--- src/assert_macros.svh ---
// assertion macros shared by the planner rtl
// no dependencies; define ASSERT_OFF to drop every check
`ifndef ASSERT_MACROS_SVH
`define ASSERT_MACROS_SVH
`ifndef ASSERT_OFF
// property must hold on every clock edge outside reset
`define TMP_ASSERT(lbl, clk, rst_n, prop, msg) \
    lbl: assert property (@(posedge clk) disable iff (!rst_n) prop) else $error(msg);
// condition must never be seen outside reset
`define TMP_ASSERT_NEVER(lbl, clk, rst_n, cond, msg) \
    lbl: assert property (@(posedge clk) disable iff (!rst_n) !(cond)) else $error(msg);
`else
`define TMP_ASSERT(lbl, clk, rst_n, prop, msg)
`define TMP_ASSERT_NEVER(lbl, clk, rst_n, cond, msg)
`endif
`endif

--- src/tmp_pkg.sv ---
// shared types and constants of the trapezoidal motion planner
// no dependencies
package tmp_pkg;

    localparam int FRAC_BITS   = 16;
    localparam int PER_W       = 16;
    localparam int POS_W       = 40;
    localparam int VEL_W       = 32;
    localparam int LIM_W       = 31;
    localparam int DIFF_W      = POS_W + 1;
    localparam int LO_W        = 32;
    localparam int MH_W        = DIFF_W - LO_W;
    localparam int MUL_W       = 33;
    localparam int PROD_W      = 2 * MUL_W;
    localparam int RAD_W       = 64;
    localparam int BAND_W      = 22;
    localparam int RECIP_SHIFT = 41;
    localparam logic [31:0] RECIP = 32'd2199023256;
    localparam int SQ_CNT_W    = 5;
    localparam logic [SQ_CNT_W-1:0] SQ_LAST = 5'd31;
    localparam int CFG_AW      = 3;
    localparam int CFG_DW      = 31;
    localparam int IN_W        = 96;
    localparam int OUT_W       = 152;

    // configuration register indexes
    localparam logic [CFG_AW-1:0] CFG_MAX_VEL_AZ  = 3'd0;
    localparam logic [CFG_AW-1:0] CFG_MAX_ACC_AZ  = 3'd1;
    localparam logic [CFG_AW-1:0] CFG_ENABLE_AZ   = 3'd2;
    localparam logic [CFG_AW-1:0] CFG_MAX_VEL_ELV = 3'd3;
    localparam logic [CFG_AW-1:0] CFG_MAX_ACC_ELV = 3'd4;
    localparam logic [CFG_AW-1:0] CFG_ENABLE_ELV  = 3'd5;

    typedef enum logic [3:0] {
        OP_NONE, OP_LOAD, OP_DV, OP_BANDP, OP_BANDQ, OP_MAG, OP_DD, OP_PLO,
        OP_PHI, OP_RAD1, OP_RAD2, OP_SQRT, OP_VREQ, OP_VEL, OP_POS, OP_FIN
    } tmp_op_t;

    typedef enum logic [3:0] {
        ST_IDLE, ST_DV, ST_BANDP, ST_BANDQ, ST_MAG, ST_DD, ST_PLO, ST_PHI,
        ST_RAD1, ST_RAD2, ST_SQRT, ST_VREQ, ST_VEL, ST_POS, ST_FIN
    } tmp_state_t;

    typedef struct packed {
        tmp_op_t op;
        logic    axis;
    } tmp_cmd_t;

    typedef struct packed {
        logic need;
    } tmp_sts_t;

endpackage

--- src/tmp_ctrl.sv ---
// sequencer of the planner: steps both axes through the shared datapath
// depends on tmp_pkg and assert_macros.svh
`include "assert_macros.svh"
module tmp_ctrl
(
    input  logic              clk,
    input  logic              rst_n,
    input  logic              s_tvalid,
    output logic              s_tready,
    output logic              m_tvalid,
    input  logic              m_tready,
    input  tmp_pkg::tmp_sts_t sts,
    output tmp_pkg::tmp_cmd_t cmd
);

    tmp_pkg::tmp_state_t        state_reg, state_next;
    logic                       axis_reg, axis_next;
    logic [tmp_pkg::SQ_CNT_W-1:0] cnt_reg, cnt_next;
    logic                       valid_reg, valid_next;
    logic                       out_free;

    assign out_free = !valid_reg || m_tready;

    // state and counters
    always_ff @(posedge clk or negedge rst_n)
    begin
        if (!rst_n)
        begin
            state_reg <= tmp_pkg::ST_IDLE;
            axis_reg  <= 1'b0;
            cnt_reg   <= '0;
            valid_reg <= 1'b0;
        end
        else
        begin
            state_reg <= state_next;
            axis_reg  <= axis_next;
            cnt_reg   <= cnt_next;
            valid_reg <= valid_next;
        end
    end

    // next state
    always_comb
    begin
        state_next = state_reg;
        axis_next  = axis_reg;
        cnt_next   = cnt_reg;
        valid_next = valid_reg && !m_tready;
        case (state_reg)
            tmp_pkg::ST_IDLE:  if (s_tvalid) state_next = tmp_pkg::ST_DV;
            tmp_pkg::ST_DV:    state_next = tmp_pkg::ST_BANDP;
            tmp_pkg::ST_BANDP: state_next = tmp_pkg::ST_BANDQ;
            tmp_pkg::ST_BANDQ: state_next = tmp_pkg::ST_MAG;
            tmp_pkg::ST_MAG:   state_next = tmp_pkg::ST_DD;
            tmp_pkg::ST_DD:
                state_next = sts.need ? tmp_pkg::ST_PLO : tmp_pkg::ST_VREQ;
            tmp_pkg::ST_PLO:   state_next = tmp_pkg::ST_PHI;
            tmp_pkg::ST_PHI:   state_next = tmp_pkg::ST_RAD1;
            tmp_pkg::ST_RAD1:  state_next = tmp_pkg::ST_RAD2;
            tmp_pkg::ST_RAD2:
            begin
                state_next = tmp_pkg::ST_SQRT;
                cnt_next   = '0;
            end
            tmp_pkg::ST_SQRT:
            begin
                cnt_next = cnt_reg + 1'b1;
                if (cnt_reg == tmp_pkg::SQ_LAST) state_next = tmp_pkg::ST_VREQ;
            end
            tmp_pkg::ST_VREQ:  state_next = tmp_pkg::ST_VEL;
            tmp_pkg::ST_VEL:   state_next = tmp_pkg::ST_POS;
            tmp_pkg::ST_POS:
            begin
                if (axis_reg)
                    state_next = tmp_pkg::ST_FIN;
                else
                begin
                    axis_next  = 1'b1;
                    state_next = tmp_pkg::ST_DV;
                end
            end
            tmp_pkg::ST_FIN:
            begin
                if (out_free)
                begin
                    axis_next  = 1'b0;
                    valid_next = 1'b1;
                    state_next = tmp_pkg::ST_IDLE;
                end
            end
            default:           state_next = tmp_pkg::ST_IDLE;
        endcase
    end

    // command outputs
    always_comb
    begin
        cmd.axis = axis_reg;
        cmd.op   = tmp_pkg::OP_NONE;
        s_tready = 1'b0;
        case (state_reg)
            tmp_pkg::ST_IDLE:
            begin
                s_tready = 1'b1;
                if (s_tvalid) cmd.op = tmp_pkg::OP_LOAD;
            end
            tmp_pkg::ST_DV:    cmd.op = tmp_pkg::OP_DV;
            tmp_pkg::ST_BANDP: cmd.op = tmp_pkg::OP_BANDP;
            tmp_pkg::ST_BANDQ: cmd.op = tmp_pkg::OP_BANDQ;
            tmp_pkg::ST_MAG:   cmd.op = tmp_pkg::OP_MAG;
            tmp_pkg::ST_DD:    cmd.op = tmp_pkg::OP_DD;
            tmp_pkg::ST_PLO:   cmd.op = tmp_pkg::OP_PLO;
            tmp_pkg::ST_PHI:   cmd.op = tmp_pkg::OP_PHI;
            tmp_pkg::ST_RAD1:  cmd.op = tmp_pkg::OP_RAD1;
            tmp_pkg::ST_RAD2:  cmd.op = tmp_pkg::OP_RAD2;
            tmp_pkg::ST_SQRT:  cmd.op = tmp_pkg::OP_SQRT;
            tmp_pkg::ST_VREQ:  cmd.op = tmp_pkg::OP_VREQ;
            tmp_pkg::ST_VEL:   cmd.op = tmp_pkg::OP_VEL;
            tmp_pkg::ST_POS:   cmd.op = tmp_pkg::OP_POS;
            tmp_pkg::ST_FIN:   if (out_free) cmd.op = tmp_pkg::OP_FIN;
            default:           cmd.op = tmp_pkg::OP_NONE;
        endcase
    end

    assign m_tvalid = valid_reg;

    // checks
    `TMP_ASSERT(a_fin_valid, clk, rst_n, (state_reg == tmp_pkg::ST_FIN && out_free) |=> valid_reg, "result not posted")
    `TMP_ASSERT(a_sqrt_end, clk, rst_n, (state_reg == tmp_pkg::ST_SQRT && cnt_reg == tmp_pkg::SQ_LAST) |=> (state_reg == tmp_pkg::ST_VREQ), "root did not finish")
    `TMP_ASSERT_NEVER(a_idle_axis, clk, rst_n, state_reg == tmp_pkg::ST_IDLE && axis_reg, "idle on second axis")
    `TMP_ASSERT(a_accept_start, clk, rst_n, (s_tvalid && s_tready) |=> (state_reg == tmp_pkg::ST_DV && !axis_reg), "beat not started")

endmodule

--- config.mk ---
export PLATFORM = sky130hd
export DESIGN_NAME = tmp_ctrl
export DESIGN_NICKNAME = d
export VERILOG_FILES = /design/src/tmp_pkg.sv /design/src/tmp_ctrl.sv
export VERILOG_INCLUDE_DIRS = /design/src /design/src/src
export SDC_FILE = /design/constraint.sdc
export NUM_CORES = 1
export LEC_CHECK = 0
export BUFFER_PORTS_ARGS = -buffer_cell sky130_fd_sc_hd__buf_2
export CORE_AREA = 2 2 44 46
export DETAILED_ROUTE_END_ITERATION = 12
export DIE_AREA = 0 0 46 48
export GPL_TIMING_DRIVEN = 0
export PLACE_DENSITY = 0.73
export SKIP_LAST_GASP = 1
export SYNTH_ARGS = -nofsm -noshare
export SYNTH_HDL_FRONTEND = slang
export SYNTH_SLANG_ARGS = --single-unit
--- constraint.sdc ---
create_clock -name clk -period 1.8 [get_ports clk]
set_clock_uncertainty 0.1 [all_clocks]
set_input_delay 0.36 -clock clk [delete_from_list [all_inputs] [get_ports clk]]
set_output_delay 0.36 -clock clk [all_outputs]
set_load 0.01 [all_outputs]
# Word-level counts from Yosys, hierarchy flattened
# Cells that the tools add are included.
# word_totals
input_bits	5
elab_cells	47
regBits	11
# op_classes
reduce_logical	9
muxes	15
addsub	1
n_eq_ne	18
# op_table
op	count
case mux 4 bit (15 select lines)	2
equality test 4 bit, second input constant	7
two-way mux 4 bit	6
equality test 4 x 3 -> 1 bit, second input constant	4
case mux 5 bit (2 select lines)	1
equality test 4 x 2 -> 1 bit, second input constant	2
!= test 2 bit, second input constant	3
adder 5 x 1 -> 5 bit, second input constant	1
equality test 5 bit, second input constant	1
two-way mux 1 bit	5
equality test 4 x 1 -> 1 bit, second input constant	1
zero test 4 bit	1
nonzero test 2 bit	2
AND reduction 3 bit	1
zero test 1 bit	2
case mux 1 bit (2 select lines)	1
AND reduction 2 bit	1
logical AND 1 bit	1
logical OR 1 bit	1

# Longest topological paths before layout
# depth
word_depth	4
ltp_mapped	6
depth_no_buf	6

# Worst setup path before layout
# OpenSTA, ideal clock, no wires.
# synth_path
path_type	reg-to-reg
from	register cnt_reg[0] in the netlist's numbering
to	register state_reg[3]
arrival_time_ps	1531
setup_ps	65
required_time_ps	1635
synth_period_minus_slack_ps	1696
path_slack_ps	104
stages_incl_launch_ff	7
path_cell_list	dfrtp_1 > ha_1 > and3_1 > ha_1 > nor2b_1 > a2111oi_0 > a211o_1
# synth_via
elab_chain_len	3
# synth_lines
element	line	source
start, declared	tmp_ctrl.sv:18	logic [tmp_pkg::SQ_CNT_W-1:0] cnt_reg, cnt_next;
start signal, assigned	tmp_ctrl.sv:38	cnt_reg <= cnt_next;
equality test 5 bit	tmp_ctrl.sv:69	if (cnt_reg == tmp_pkg::SQ_LAST) state_next = tmp_pkg::ST_VREQ;
!= test 2 bit (no source line)	-	
AND reduction 3 bit (no source line)	-	
end signal, assigned	tmp_ctrl.sv:29	state_reg <= tmp_pkg::ST_IDLE;
end signal, assigned	tmp_ctrl.sv:36	state_reg <= state_next;
end, declared	tmp_ctrl.sv:16	tmp_pkg::tmp_state_t state_reg, state_next;
# No other way between the ends.
# A chain may end at the register's enable or synchronous reset.

==> results.cfg <==
[setup_path]
worstSetupStartpointType = register
worstPathArrival_ns = 1.40
cp_slowest_cell = dfrtp_1
r2r_slack_ns = -0.02
crit_required_ns = 1.34
cp_slowest_stage_delay_ns = 0.40
crit_path_max_fanout = 6
critPathKind = register to output port
worstSetupEndpointType = output port
crit_chain = buf_6 > and2_4 > a21o_1 > a21oi_2 > buf_2

[layout]
areaGrowthSynthToFinish_pct = 40.8
final_common_cell = buf_4
drive_above_1_share = 0.429
n_antenna_cell = 0
layout_common_cells = 18 x buf_4, 11 x buf_2, 8 x dfrtp_1
largest_reg_flops = 5
nNetsFinal = 134

[clock_network]
cts.sinks = 11
clk_latency_ns = 0.27
cts_tree = yes
cts_root_buf = clkbuf_4
clock_path_buffers = 2
cts_max_level = 1
numCtsBuffers = 3
clk_pin_slew_ns = 0.08

[drt]
drt_wl_total_mm = 2.36
postRouteAntennaNets = 0
routed-via-count = 882
dr.pass1.iters = 4
viasPerCell = 6.17
drtIter0Drc = 39
drc = 0
wl_per_cell_microns = 16.5

[floorplan]
start_util = 0.483
rows = 15
fp.dieW_microns = 46
core_sq_um = 1690
die-area_sq_um = 2210
ios = 12
fp.dieH_microns = 48

[pwr]
p_total_uw = 2190
cellPowerDensity_nw_per_um2 = 1900
leakage_uw = 0.000525
vdd_drop_max_mv = 0.909

[place]
portBuffers = 11
routabilityCongestion = 0.908
dp_slack_ns = -0.0572
hpwlAfterDp_mm = 1.37

[sta]
post-route-period-util = 1.03
slew_violations = 0
rsz0062_at_grt = true
setup_violations = 3
finalCriticalPeriod_ns = 1.86
max_freq_mhz = 538
setup_ws_ns = -0.0599
tightest_slew_ns = 0.399
slew_headroom = 0.731
finalHoldViolCount = 0
hold_slack_ns = 0.362

[global_routing]
grt_overflow = 0
grt_start_max_net_pins = 12
grt_antenna_before_repair = 0
grt_pass1_wl_mm = 3.67
grt.total_usage = 0.237
grt_pass1_vias = 807

[outcome]
violations = negative setup slack
run_status = finished with violations

[worst_hold_path]
hold_path_class = input port to register

[synthesis]
synth_area_leaders = dfrtp_1 34%, o21ai_0 5.5%, nand2b_1 4.6%, nor2b_1 4.6%, a22o_1 3.2%
netlist_area_sq_um = 816
synth_flop_cell = dfrtp_1
netlist_instances = 97
synth_top_area_cell = dfrtp_1
avgSynthCellArea_sq_um = 8.41
yosysUniqueCellTypes = 37
ys_ff_latch = 11
async_reset_ff_frac = 1.00
syn_nets = 104
synth_top_area_frac = 0.337
yosysSeqAreaShare = 0.337
yosysWarnings = 0
synth_edf_count = 0

[job]
max_cap_violations = 0
[layout make-up]
cell class | count | area, sq um
clock buffer | 4 | 26.3
inverter | 6 | 25.0
buffer | 7 | 81.3
tap | 17 | 21.3
fill | 111 | 541
sequential | 11 | 279
timing repair buffer | 27 | 178
multi-input combinational | 71 | 538
[cells in the mapped netlist, types with 3 or more instances]
library cell,instances
buf_2,4
o211ai_1,3
nand2b_1,6
a21oi_1,4
nor2b_1,6
a22o_1,3
o21ai_0,9
nand2_1,6
dfrtp_1,11
nor2_1,5
inv_1,5
[worst paths after layout]
check                                          from                  endpoint  cells past startpoint
max                        state_reg[1]$_DFFE_PN0P_                    cmd[1]                      5
min                                        m_tready  state_reg[1]$_DFFE_PN0P_                      4
max reg2reg                  cnt_reg[0]$_DFFE_PN0P_  state_reg[0]$_DFFE_PN0P_                      6
min reg2reg                  cnt_reg[1]$_DFFE_PN0P_    cnt_reg[1]$_DFFE_PN0P_                      1
max in group asynchronous                     rst_n  state_reg[3]$_DFFE_PN0P_                      2
min in group asynchronous                     rst_n        m_tvalid$_DFF_PN0_                      2
[cell families (layout without fill, tap and decap cells)]
logic type                 Yosys count  count (layout)  share of synthesized area
AOI/OAI and AO/OA                   35              35                      0.294
and+or+nand+nor                     34              34                      0.241
buffers and inverters               15              44                     0.0966
DFF                                 11              11                      0.337
adders and majority gates            2               2                     0.0307
[report_power, final]
part	internal (uW)	switching [uW]
clock	85.9	92.0
sequential	365	147
combinational	750	746
total	1200	985
[layer usage]
| layer | global-route usage | wire length [microns] |
|---|---|---|
| met5 | 0 | 0 |
| met4 | 0.103 | 37 |
| met3 | 0.0264 | 147 |
| met2 | 0.358 | 1130 |
| met1 | 0.339 | 1040 |
[critical path: cells and delay by family, from the launching register on]
kind,cells,cell delay (ns)
flip-flops,1,0.40
AND/OR/NAND/NOR,1,0.15
AO/OA/AOI/OAI,2,0.30
buffers and inverters,2,0.29
[repair_timing]
item / CTS / global route
gates cloned: 0 / 0
endpoints found under the setup margin: 6 / 7
gates resized for setup: 23 / 11
pin swaps: 4 / 7
buffers inserted: 11 / 4
hold buffers: 1 / 0
hold endpoints to repair: 11 / 0
[per-stage QoR]
step / instance area, sq um / util / std cells / TNS, ns
6_report: 1150 / 0.680 / 143 / -0.0913
3_3_place_gp: 892 / 0.528 / 125 / -0.0731
4_1_cts: 1080 / 0.639 / 139 / -0.109
2_1_floorplan: 816 / - / 97 / 0
3_5_place_dp: 892 / 0.528 / 125 / -0.0572
5_1_grt: 1150 / 0.680 / 143 / -0.358
(Power assumes the default switching activity.)
